File: src/rtl/core/sensor_window_int8_quantizer_defines.svh
// Assertion macros of the sensor window quantizer RTL.
// Depends on nothing; included by swq_ctrl, the module that carries assertions.
`ifndef SENSOR_WINDOW_INT8_QUANTIZER_DEFINES_SVH
`define SENSOR_WINDOW_INT8_QUANTIZER_DEFINES_SVH

// Consequent must hold in the same cycle as the antecedent.
`define SWQ_ASSERT_NOW(label, clk, rst_n, ante, cons, msg) \
  label: assert property (@(posedge clk) disable iff (!rst_n) (ante) |-> (cons)) \
    else $error(msg);

// Consequent must hold in the cycle after the antecedent.
`define SWQ_ASSERT_NEXT(label, clk, rst_n, ante, cons, msg) \
  label: assert property (@(posedge clk) disable iff (!rst_n) (ante) |=> (cons)) \
    else $error(msg);

`endif

File: src/rtl/core/swq_pkg.sv
// Types and constants of the sensor window int8 quantizer.
// No dependencies; imported by the controller, datapath, top level and testbench.
package swq_pkg;

  localparam int DATA_W    = 24;
  localparam int GAIN_W    = 16;
  localparam int Q_W       = 8;
  localparam int SLOT_W    = 5;
  localparam int NUM_CH    = 3;
  localparam int CFG_IDX_W = 3;
  localparam int PROD_W    = DATA_W + GAIN_W;
  localparam int ITEM_W    = NUM_CH * DATA_W;

  // Configuration register indexes.
  localparam logic [CFG_IDX_W-1:0] CFG_TEMP_MIN   = 3'd0;
  localparam logic [CFG_IDX_W-1:0] CFG_TEMP_GAIN  = 3'd1;
  localparam logic [CFG_IDX_W-1:0] CFG_HUM_MIN    = 3'd2;
  localparam logic [CFG_IDX_W-1:0] CFG_HUM_GAIN   = 3'd3;
  localparam logic [CFG_IDX_W-1:0] CFG_PRESS_MIN  = 3'd4;
  localparam logic [CFG_IDX_W-1:0] CFG_PRESS_GAIN = 3'd5;

  // Reset values of the configuration registers.
  localparam logic signed [DATA_W-1:0] TEMP_MIN_RST   = -24'sd2867;
  localparam logic [GAIN_W-1:0]        TEMP_GAIN_RST  = 16'd1343;
  localparam logic signed [DATA_W-1:0] HUM_MIN_RST    = 24'sd3840;
  localparam logic [GAIN_W-1:0]        HUM_GAIN_RST   = 16'd777;
  localparam logic signed [DATA_W-1:0] PRESS_MIN_RST  = 24'sd249907;
  localparam logic [GAIN_W-1:0]        PRESS_GAIN_RST = 16'd983;

  typedef struct packed {
    logic signed [DATA_W-1:0] temperature;
    logic signed [DATA_W-1:0] humidity;
    logic signed [DATA_W-1:0] pressure;
  } swq_in_t;

  typedef struct packed {
    logic signed [Q_W-1:0] q_temp;
    logic signed [Q_W-1:0] q_hum;
    logic signed [Q_W-1:0] q_press;
    logic [SLOT_W-1:0]     slot;
    logic                  last;
  } swq_out_t;

  // Commands from the controller to the datapath.
  typedef struct packed {
    logic wr_en;       // store the accepted reading in the window
    logic load_first;  // capture the first reading after reset
    logic rd_en;       // issue one window slot into the pipeline
    logic use_first;   // slot predates all stored readings
    logic last;        // slot is the newest one
  } swq_cmd_t;

  // Status from the datapath to the controller.
  typedef struct packed {
    logic adv;         // pipeline moves on this cycle
  } swq_stat_t;

endpackage

File: src/rtl/core/swq_ram.sv
// Generic single write port, single read port RAM with registered read.
// No dependencies.
module swq_ram #(
  parameter int WIDTH = 72,
  parameter int DEPTH = 24
) (
  input  logic                                     clk,
  input  logic                                     we,
  input  logic [((DEPTH > 1) ? $clog2(DEPTH) : 1)-1:0] waddr,
  input  logic [WIDTH-1:0]                         wdata,
  input  logic                                     re,
  input  logic [((DEPTH > 1) ? $clog2(DEPTH) : 1)-1:0] raddr,
  output logic [WIDTH-1:0]                         rdata
);

  logic [WIDTH-1:0] mem [DEPTH];
  logic [WIDTH-1:0] rdata_r;

  always_ff @(posedge clk) begin
    if (we) begin
      mem[waddr] <= wdata;
    end
    if (re) begin
      rdata_r <= mem[raddr];
    end
  end

  assign rdata = rdata_r;

endmodule

File: src/rtl/core/swq_ctrl.sv
// Controller of the sensor window quantizer: window pointers, fill tracking
// and the per-slot sequencer. Depends on swq_pkg and the assertion macros.
module swq_ctrl #(
  parameter int WINDOW_LEN = 24
) (
  input  logic                                              clk,
  input  logic                                              rst_n,
  input  logic                                              in_valid,
  output logic                                              in_stall,
  input  swq_pkg::swq_stat_t                                stat,
  output swq_pkg::swq_cmd_t                                 cmd,
  output logic [((WINDOW_LEN > 1) ? $clog2(WINDOW_LEN) : 1)-1:0] wr_addr,
  output logic [((WINDOW_LEN > 1) ? $clog2(WINDOW_LEN) : 1)-1:0] rd_addr,
  output logic [swq_pkg::SLOT_W-1:0]                        slot
);

  import swq_pkg::*;
  `include "sensor_window_int8_quantizer_defines.svh"

  localparam int AW    = (WINDOW_LEN > 1) ? $clog2(WINDOW_LEN) : 1;
  localparam int GAP_W = $clog2(WINDOW_LEN + 1);
  localparam logic [AW-1:0]    LAST_IDX = AW'(WINDOW_LEN - 1);
  localparam logic [GAP_W-1:0] GAP_RST  = GAP_W'(WINDOW_LEN);
  localparam logic [GAP_W-1:0] GAP_INIT = GAP_W'(WINDOW_LEN - 1);

  localparam logic ST_IDLE = 1'b0;
  localparam logic ST_RUN  = 1'b1;

  logic             state_r, state_nxt;
  logic             primed_r, primed_nxt;
  logic [AW-1:0]    wp_r, wp_nxt;
  logic [AW-1:0]    rp_r, rp_nxt;
  logic [AW-1:0]    cnt_r, cnt_nxt;
  logic [GAP_W-1:0] gap_r, gap_nxt;
  logic [AW-1:0]    wp_inc;
  logic             acc;

  assign acc    = in_valid && (state_r == ST_IDLE);
  assign wp_inc = (wp_r == LAST_IDX) ? '0 : wp_r + 1'b1;

  always_comb begin
    state_nxt  = state_r;
    primed_nxt = primed_r;
    wp_nxt     = wp_r;
    rp_nxt     = rp_r;
    cnt_nxt    = cnt_r;
    gap_nxt    = gap_r;
    case (state_r)
      ST_IDLE: begin
        if (acc) begin
          // The new reading lands at the write pointer; the oldest slot then
          // sits just after it.
          state_nxt  = ST_RUN;
          primed_nxt = 1'b1;
          wp_nxt     = wp_inc;
          rp_nxt     = wp_inc;
          cnt_nxt    = '0;
          if (!primed_r) begin
            gap_nxt = GAP_INIT;
          end else if (gap_r != '0) begin
            gap_nxt = gap_r - 1'b1;
          end
        end
      end
      ST_RUN: begin
        if (stat.adv) begin
          cnt_nxt = cnt_r + 1'b1;
          rp_nxt  = (rp_r == LAST_IDX) ? '0 : rp_r + 1'b1;
          if (cnt_r == LAST_IDX) begin
            state_nxt = ST_IDLE;
          end
        end
      end
      default: begin
        state_nxt = ST_IDLE;
      end
    endcase
  end

  always_ff @(posedge clk) begin
    if (!rst_n) begin
      state_r  <= ST_IDLE;
      primed_r <= 1'b0;
      wp_r     <= '0;
      rp_r     <= '0;
      cnt_r    <= '0;
      gap_r    <= GAP_RST;
    end else begin
      state_r  <= state_nxt;
      primed_r <= primed_nxt;
      wp_r     <= wp_nxt;
      rp_r     <= rp_nxt;
      cnt_r    <= cnt_nxt;
      gap_r    <= gap_nxt;
    end
  end

  assign in_stall       = (state_r != ST_IDLE);
  assign cmd.wr_en      = acc;
  assign cmd.load_first = acc && !primed_r;
  assign cmd.rd_en      = (state_r == ST_RUN);
  // Slots older than every stored reading repeat the first reading.
  assign cmd.use_first  = GAP_W'(cnt_r) < gap_r;
  assign cmd.last       = (cnt_r == LAST_IDX);
  assign wr_addr        = wp_r;
  assign rd_addr        = rp_r;
  assign slot           = SLOT_W'(cnt_r);

  `SWQ_ASSERT_NEXT(a_accept_starts_run, clk, rst_n, in_valid && !in_stall,
                   cmd.rd_en && cnt_r == '0, "run did not start at slot zero")
  `SWQ_ASSERT_NEXT(a_last_ends_run, clk, rst_n, cmd.rd_en && cmd.last && stat.adv,
                   !cmd.rd_en, "sequencer ran past the newest slot")
  `SWQ_ASSERT_NOW(a_gap_bound, clk, rst_n, primed_r, gap_r < GAP_RST,
                  "fill gap out of range after the first reading")
  `SWQ_ASSERT_NOW(a_rd_addr_bound, clk, rst_n, cmd.rd_en, rp_r <= LAST_IDX,
                  "read pointer beyond the window")

endmodule

File: src/rtl/core/swq_datapath.sv
// Datapath of the sensor window quantizer: configuration registers, window
// RAM, subtract/multiply/clamp pipeline and output register.
// Depends on swq_pkg and swq_ram.
module swq_datapath #(
  parameter int WINDOW_LEN = 24
) (
  input  logic                                              clk,
  input  logic                                              rst_n,
  input  swq_pkg::swq_cmd_t                                 cmd,
  output swq_pkg::swq_stat_t                                stat,
  input  logic [((WINDOW_LEN > 1) ? $clog2(WINDOW_LEN) : 1)-1:0] wr_addr,
  input  logic [((WINDOW_LEN > 1) ? $clog2(WINDOW_LEN) : 1)-1:0] rd_addr,
  input  logic [swq_pkg::SLOT_W-1:0]                        slot,
  input  swq_pkg::swq_in_t                                  in_data,
  output logic                                              out_valid,
  input  logic                                              out_stall,
  output swq_pkg::swq_out_t                                 out_data,
  input  logic                                              cfg_we,
  input  logic [swq_pkg::CFG_IDX_W-1:0]                     cfg_index,
  input  logic [swq_pkg::DATA_W-1:0]                        cfg_wdata
);

  import swq_pkg::*;

  // Configuration registers.
  logic signed [DATA_W-1:0] temp_min_r, hum_min_r, press_min_r;
  logic [GAIN_W-1:0]        temp_gain_r, hum_gain_r, press_gain_r;

  always_ff @(posedge clk) begin
    if (!rst_n) begin
      temp_min_r   <= TEMP_MIN_RST;
      temp_gain_r  <= TEMP_GAIN_RST;
      hum_min_r    <= HUM_MIN_RST;
      hum_gain_r   <= HUM_GAIN_RST;
      press_min_r  <= PRESS_MIN_RST;
      press_gain_r <= PRESS_GAIN_RST;
    end else if (cfg_we) begin
      case (cfg_index)
        CFG_TEMP_MIN:   temp_min_r   <= cfg_wdata;
        CFG_TEMP_GAIN:  temp_gain_r  <= cfg_wdata[GAIN_W-1:0];
        CFG_HUM_MIN:    hum_min_r    <= cfg_wdata;
        CFG_HUM_GAIN:   hum_gain_r   <= cfg_wdata[GAIN_W-1:0];
        CFG_PRESS_MIN:  press_min_r  <= cfg_wdata;
        CFG_PRESS_GAIN: press_gain_r <= cfg_wdata[GAIN_W-1:0];
        default: begin
        end
      endcase
    end
  end

  logic adv;
  logic out_valid_r;
  assign adv      = !out_valid_r || !out_stall;
  assign stat.adv = adv;

  // Window store and first reading.
  logic [ITEM_W-1:0] ram_rdata;
  swq_in_t           first_r;

  swq_ram #(
    .WIDTH (ITEM_W),
    .DEPTH (WINDOW_LEN)
  ) u_window (
    .clk   (clk),
    .we    (cmd.wr_en),
    .waddr (wr_addr),
    .wdata (ITEM_W'(in_data)),
    .re    (cmd.rd_en && adv),
    .raddr (rd_addr),
    .rdata (ram_rdata)
  );

  always_ff @(posedge clk) begin
    if (cmd.load_first) begin
      first_r <= in_data;
    end
  end

  // Pipeline valid bits: A holds the RAM read, B the offsets, C the products.
  logic va_r, vb_r, vc_r;

  always_ff @(posedge clk) begin
    if (!rst_n) begin
      va_r        <= 1'b0;
      vb_r        <= 1'b0;
      vc_r        <= 1'b0;
      out_valid_r <= 1'b0;
    end else if (adv) begin
      va_r        <= cmd.rd_en;
      vb_r        <= va_r;
      vc_r        <= vb_r;
      out_valid_r <= vc_r;
    end
  end

  // Stage tags travel with the data.
  logic              a_first_r, a_last_r, b_last_r, c_last_r;
  logic [SLOT_W-1:0] a_slot_r, b_slot_r, c_slot_r;

  swq_in_t                  x_a;
  logic signed [DATA_W-1:0] xs   [NUM_CH];
  logic signed [DATA_W-1:0] mins [NUM_CH];
  logic [GAIN_W-1:0]        gains[NUM_CH];
  logic signed [DATA_W:0]   diff [NUM_CH];
  logic [DATA_W-1:0]        dm_nxt[NUM_CH];
  logic [DATA_W-1:0]        dm_r [NUM_CH];
  logic [PROD_W-1:0]        prod_r[NUM_CH];
  logic [DATA_W-1:0]        u_hi [NUM_CH];
  logic [Q_W-1:0]           u8   [NUM_CH];
  logic [Q_W-1:0]           q    [NUM_CH];
  swq_out_t                 out_r;

  assign x_a      = a_first_r ? first_r : swq_in_t'(ram_rdata);
  assign xs[0]    = x_a.temperature;
  assign xs[1]    = x_a.humidity;
  assign xs[2]    = x_a.pressure;
  assign mins[0]  = temp_min_r;
  assign mins[1]  = hum_min_r;
  assign mins[2]  = press_min_r;
  assign gains[0] = temp_gain_r;
  assign gains[1] = hum_gain_r;
  assign gains[2] = press_gain_r;

  always_comb begin
    for (int c = 0; c < NUM_CH; c++) begin
      diff[c] = {xs[c][DATA_W-1], xs[c]} - {mins[c][DATA_W-1], mins[c]};
      // A reading at or below the lower bound maps to the lowest code, -128.
      dm_nxt[c] = (!diff[c][DATA_W] && (diff[c] != '0)) ? diff[c][DATA_W-1:0] : '0;
      u_hi[c]   = prod_r[c][PROD_W-1:GAIN_W];
      u8[c]     = (|u_hi[c][DATA_W-1:Q_W]) ? {Q_W{1'b1}} : u_hi[c][Q_W-1:0];
      // Subtracting 128 from an unsigned byte is a flip of its top bit.
      q[c]      = {~u8[c][Q_W-1], u8[c][Q_W-2:0]};
    end
  end

  always_ff @(posedge clk) begin
    if (adv) begin
      a_first_r <= cmd.use_first;
      a_last_r  <= cmd.last;
      a_slot_r  <= slot;
      b_last_r  <= a_last_r;
      b_slot_r  <= a_slot_r;
      c_last_r  <= b_last_r;
      c_slot_r  <= b_slot_r;
      for (int c = 0; c < NUM_CH; c++) begin
        dm_r[c]   <= dm_nxt[c];
        prod_r[c] <= PROD_W'(dm_r[c]) * PROD_W'(gains[c]);
      end
      out_r.q_temp  <= q[0];
      out_r.q_hum   <= q[1];
      out_r.q_press <= q[2];
      out_r.slot    <= c_slot_r;
      out_r.last    <= c_last_r;
    end
  end

  assign out_valid = out_valid_r;
  assign out_data  = out_r;

endmodule

File: src/rtl/core/sensor_window_int8_quantizer.sv
// Channel   Direction  Handshake          Payload
// in_       input      in_valid/in_stall   swq_in_t: temperature, humidity, pressure
// out_      output     out_valid/out_stall swq_out_t: q_temp, q_hum, q_press, slot, last
// cfg_      input      cfg_we              cfg_index selects, cfg_wdata carries the value
//
// Each accepted reading yields WINDOW_LEN results, one per cycle when out_stall is low;
// the slot sequencer issues them and accepts no new reading until the last is issued.
// Each result passes the RAM read, subtract, multiply and clamp stages.
// Reset is synchronous and needs no clearing pass.
// in_stall is high while the slots of the current reading are being issued.
// out_stall freezes the whole slot pipeline and the sequencer while out_valid is high.
// Top level of the sensor window int8 quantizer; depends on swq_pkg,
// swq_ctrl and swq_datapath.
module sensor_window_int8_quantizer #(
  parameter int WINDOW_LEN = 24
) (
  input  logic                          clk,
  input  logic                          rst_n,
  input  logic                          in_valid,
  output logic                          in_stall,
  input  swq_pkg::swq_in_t              in_data,
  output logic                          out_valid,
  input  logic                          out_stall,
  output swq_pkg::swq_out_t             out_data,
  input  logic                          cfg_we,
  input  logic [swq_pkg::CFG_IDX_W-1:0] cfg_index,
  input  logic [swq_pkg::DATA_W-1:0]    cfg_wdata
);

  import swq_pkg::*;

  localparam int AW = (WINDOW_LEN > 1) ? $clog2(WINDOW_LEN) : 1;

  swq_cmd_t          cmd;
  swq_stat_t         stat;
  logic [AW-1:0]     wr_addr;
  logic [AW-1:0]     rd_addr;
  logic [SLOT_W-1:0] slot;

  swq_ctrl #(
    .WINDOW_LEN (WINDOW_LEN)
  ) u_ctrl (
    .clk      (clk),
    .rst_n    (rst_n),
    .in_valid (in_valid),
    .in_stall (in_stall),
    .stat     (stat),
    .cmd      (cmd),
    .wr_addr  (wr_addr),
    .rd_addr  (rd_addr),
    .slot     (slot)
  );

  swq_datapath #(
    .WINDOW_LEN (WINDOW_LEN)
  ) u_datapath (
    .clk       (clk),
    .rst_n     (rst_n),
    .cmd       (cmd),
    .stat      (stat),
    .wr_addr   (wr_addr),
    .rd_addr   (rd_addr),
    .slot      (slot),
    .in_data   (in_data),
    .out_valid (out_valid),
    .out_stall (out_stall),
    .out_data  (out_data),
    .cfg_we    (cfg_we),
    .cfg_index (cfg_index),
    .cfg_wdata (cfg_wdata)
  );

endmodule

File: config.mk
export PLATFORM = sky130hd
export DESIGN_NAME = sensor_window_int8_quantizer
export DESIGN_NICKNAME = d
export VERILOG_FILES = /design/src/rtl/core/swq_pkg.sv /design/src/rtl/core/swq_ram.sv /design/src/rtl/core/swq_ctrl.sv /design/src/rtl/core/swq_datapath.sv /design/src/rtl/core/sensor_window_int8_quantizer.sv
export VERILOG_INCLUDE_DIRS = /design/src /design/src/rtl/core
export SDC_FILE = /design/constraint.sdc
export NUM_CORES = 2
export LEC_CHECK = 0
export ABC_CLOCK_PERIOD_IN_PS = 9600
export BUFFER_PORTS_ARGS = -buffer_cell sky130_fd_sc_hd__buf_2
export CORE_AREA = 2 2 438 440
export CTS_CLUSTER_DIAMETER = 50
export DETAILED_ROUTE_END_ITERATION = 16
export DIE_AREA = 0 0 440 442
export PLACE_DENSITY = 0.84
export SLEW_MARGIN = 40
export SYNTH_ARGS = -nofsm -noshare
export SYNTH_HDL_FRONTEND = slang
export SYNTH_SLANG_ARGS = --single-unit
File: constraint.sdc
create_clock -name clk -period 9.6 [get_ports clk]
set_input_delay 0.48 -clock clk [delete_from_list [all_inputs] [get_ports clk]]
set_output_delay 0.48 -clock clk [all_outputs]
set_load 0.1 [all_outputs]
==> results.json <==
{
  "status": "finished with violations",
  "violations": "negative hold slack",
  "drt-wirelength-per-cell_um": 29.6,
  "slew-limit-headroom": 0.349,
  "yosys-top-cells-count": "2065 x edfxtp_1, 1137 x inv_1, 964 x nand2_1",
  "synthFlopType": "edfxtp_1",
  "die_h_um": 442,
  "grt_pass1_vias": 76499,
  "hold_class": "input pin to flip-flop",
  "port_buffers": 135,
  "crit_chain": "nand2_1, fa_1, fa_1, fa_1, fa_1, inv_1, fa_1, fa_1, ha_1, a211o_1, o211ai_1, a21oi_1, o41ai_1, nor3_1, o21ai_0, a21oi_1, o21a_1, or4_1, o311ai_0",
  "nets": 9847,
  "yosysMostFrequentCell": "edfxtp_1",
  "post-place-ws_ns": 2.35,
  "critPathKind": "flip-flop to flip-flop",
  "route.detailed.drc": 0,
  "final_area_mm2": 0.132,
  "syn_nets": 9747,
  "cts-root-buf": "clkbuf_16",
  "track_usage": 0.344,
  "tritoncts": "done",
  "ys_seq_area_frac": 0.537,
  "final_antenna_net_count": 0,
  "nFillCells": 11453,
  "synth_edf_count": 2065,
  "cpMostUsedCell": "fa_1",
  "slowest_stage": "edfxtp_1",
  "power.density_mw_per_mm2": 267,
  "placed_cell_area_mm2": 0.124,
  "core_area_mm2": 0.190,
  "io_pins": 136,
  "vdd_drop_max_mv": 0.533,
  "hold_viol": 5,
  "critPathArrivalTime_ns": 7.93,
  "vias": 72767,
  "dieArea_mm2": 0.194,
  "cts-buffers-inserted": 218,
  "drtIter0Drc": 9465,
  "timing.fmax_mhz": 138,
  "die_w_um": 440,
  "synth_top_area_share": 0.513,
  "area_growth_pct": 9.56,
  "synth_warnings": 0,
  "yosys_register_bits": 2211,
  "via_per_inst": 6.53,
  "dr.pass1.iters": 9,
  "clk_pin_slew_worst_paths_ns": 0.10,
  "synth_area_mm2": 0.121,
  "cts_buffer_depth": 3,
  "yosysTopAreaCell": "edfxtp_1",
  "ys_types": 79,
  "grt_overflow": 0,
  "cts_setup_buffers": 0,
  "async_flop_share": 0,
  "worst_slew_pin_slew_ns": 0.976,
  "dp_hpwl_um": 189000,
  "grt_max_degree": 143,
  "synthTopCellsByArea": "edfxtp_1 51%, fa_1 15%, mux4_2 9.4%",
  "htreeDepth": 4,
  "gp_congestion": 0.885,
  "fin_hold_ws_ns": -0.00247,
  "endpoint_kind": "flip-flop",
  "rsz0062_at_grt": "false",
  "grt_pass1_wl_um": 491000,
  "critical_path.top_delay_family": "adder cells",
  "finalMaxSlewViolations": 0,
  "clock_sinks": 2211,
  "fin_setup_tns_ns": 0,
  "fin_ws_ns": 2.33,
  "drive_gt1_frac": 0.149,
  "wirelength_um": 330000,
  "worstPathRequired_ns": 10.26,
  "critPathMaxFanout": 16,
  "clkLatencyLatePin_ns": 0.96,
  "maxCapViolCount": 0,
  "max_stage_delay_ns": 0.86,
  "min_period_ns": 7.27,
  "syn_inst": 8314,
  "critPathLaunchType": "flip-flop",
  "start_util": 0.637,
  "p_leak_nw": 50.1,
  "skew_ns": 0.131,
  "antenna_found_initial": 40,
  "synth_area_per_cell_um2": 14.5,
  "path_buf_inv": 1,
  "min_period_over_period": 0.757,
  "setup_viol_count_final": 0,
  "placement_rows": 160
}
-- cell families (layout without fill, tap and decap cells) --
family                   count (synthesis)  count (layout)  synth area share
AO/OA/AOI/OAI                          557             557            0.0302
XOR/XNOR                               122             122           0.00884
adder cells (fa/ha/maj)               1329            1329             0.195
buffers and inverters                 1515            1809            0.0474
flip-flops                            2211            2211             0.537
multiplexers                           650             650             0.107
other                                    0              23                 0
AND/OR/NAND/NOR                       1930            1930            0.0747
-- final timing paths --
kind                                             start                               to  slack, ns  depth (start not counted)
worst min-delay path                       in_data[11]  u_datapath.u_window.mem[20][11]     -0.002                          1
worst min register to register  u_datapath.c_slot_r[4]           u_datapath.out_data[5]       0.42                          0
worst max register to register   u_datapath.dm_r[0][9]         u_datapath.prod_r[0][36]       2.33                         19
worst max-delay path             u_datapath.dm_r[0][9]         u_datapath.prod_r[0][36]       2.33                         19
-- cells in the final DEF, fill, tap and decap left out, types with 77 or more instances in the layout --
master	netlist	routed
fa_1	918	918
and2_1	480	480
dfxtp_1	146	110
clkbuf_16	0	222
a21boi_0	77	77
xnor2_1	79	79
a21oi_1	194	194
edfxtp_1	2065	2065
nand2_1	964	963
inv_1	1137	1137
ha_1	411	411
mux4_2	504	504
mux2i_1	80	79
buf_2	28	134
nor2_1	231	205
-- metrics by stage --
| stage | hold slack, ns | cells | util | power [W] |
|---|---|---|---|---|
| after global routing | 0.0105 | 11137 | 0.698 | 0.0377 |
| final | -0.00247 | 11142 | 0.698 | 0.0353 |
| after CTS | 0.000925 | 11116 | 0.697 | 0.0353 |
| after global placement | 0.406 | 10679 | 0.655 | 0.0255 |
| after floorplan | 0.400 | 8314 | - | 0.0225 |
| after detailed placement | 0.405 | 10683 | 0.656 | 0.0263 |
-- flip-flops by register name (all words and copies together), names as in the netlist, 16 cells and up --
register and flops:
u_datapath.hum_min_r 24, u_datapath.out_data 30, u_datapath.temp_gain_r 16, u_datapath.u_window.mem 1728
u_datapath.temp_min_r 24, u_datapath.u_window.rdata 72, u_datapath.first_r 72, u_datapath.dm_r 72
u_datapath.press_min_r 24, u_datapath.hum_gain_r 16, u_datapath.prod_r 72, u_datapath.press_gain_r 16
-- layout make-up --
| class | count | area, µm² | area share |
|---|---|---|---|
| clock inverters | 151 | 1750 | 0.0132 |
| clock buffers | 263 | 5820 | 0.0440 |
| inverters | 1138 | 4270 | 0.0323 |
| diodes | 23 | 57.6 | 0.000435 |
| repair buffers | 257 | 1940 | 0.0147 |
| flip-flops and latches | 2211 | 65000 | 0.491 |
| well taps | 2511 | 3140 | 0.0237 |
| multi-input cells | 4588 | 50400 | 0.381 |
-- report_power, final --
group / switching [W] / total [W] / internal (W)
logic: 0.00828 / 0.0143 / 0.00605
registers: 0.000437 / 0.0119 / 0.0114
clock network: 0.00398 / 0.00908 / 0.00510
-- what timing repair did --
action                                 4_1_cts  5_1_grt
setup endpoints to repair                    0        0
gates resized for setup                      0        0
endpoints found under the hold margin       83        0
hold buffers                                19        0
-- per-layer routing --
layer  routed length (µm)  vias to the layer above  GRT usage
met2               161000                     5398      0.564
met5                  244                        -          0
met4                24100                       36      0.213
met3                34500                     1268     0.0648
met1               109000                    36991      0.426
li1                     -                    29074          -
(Power assumes the default switching activity.)
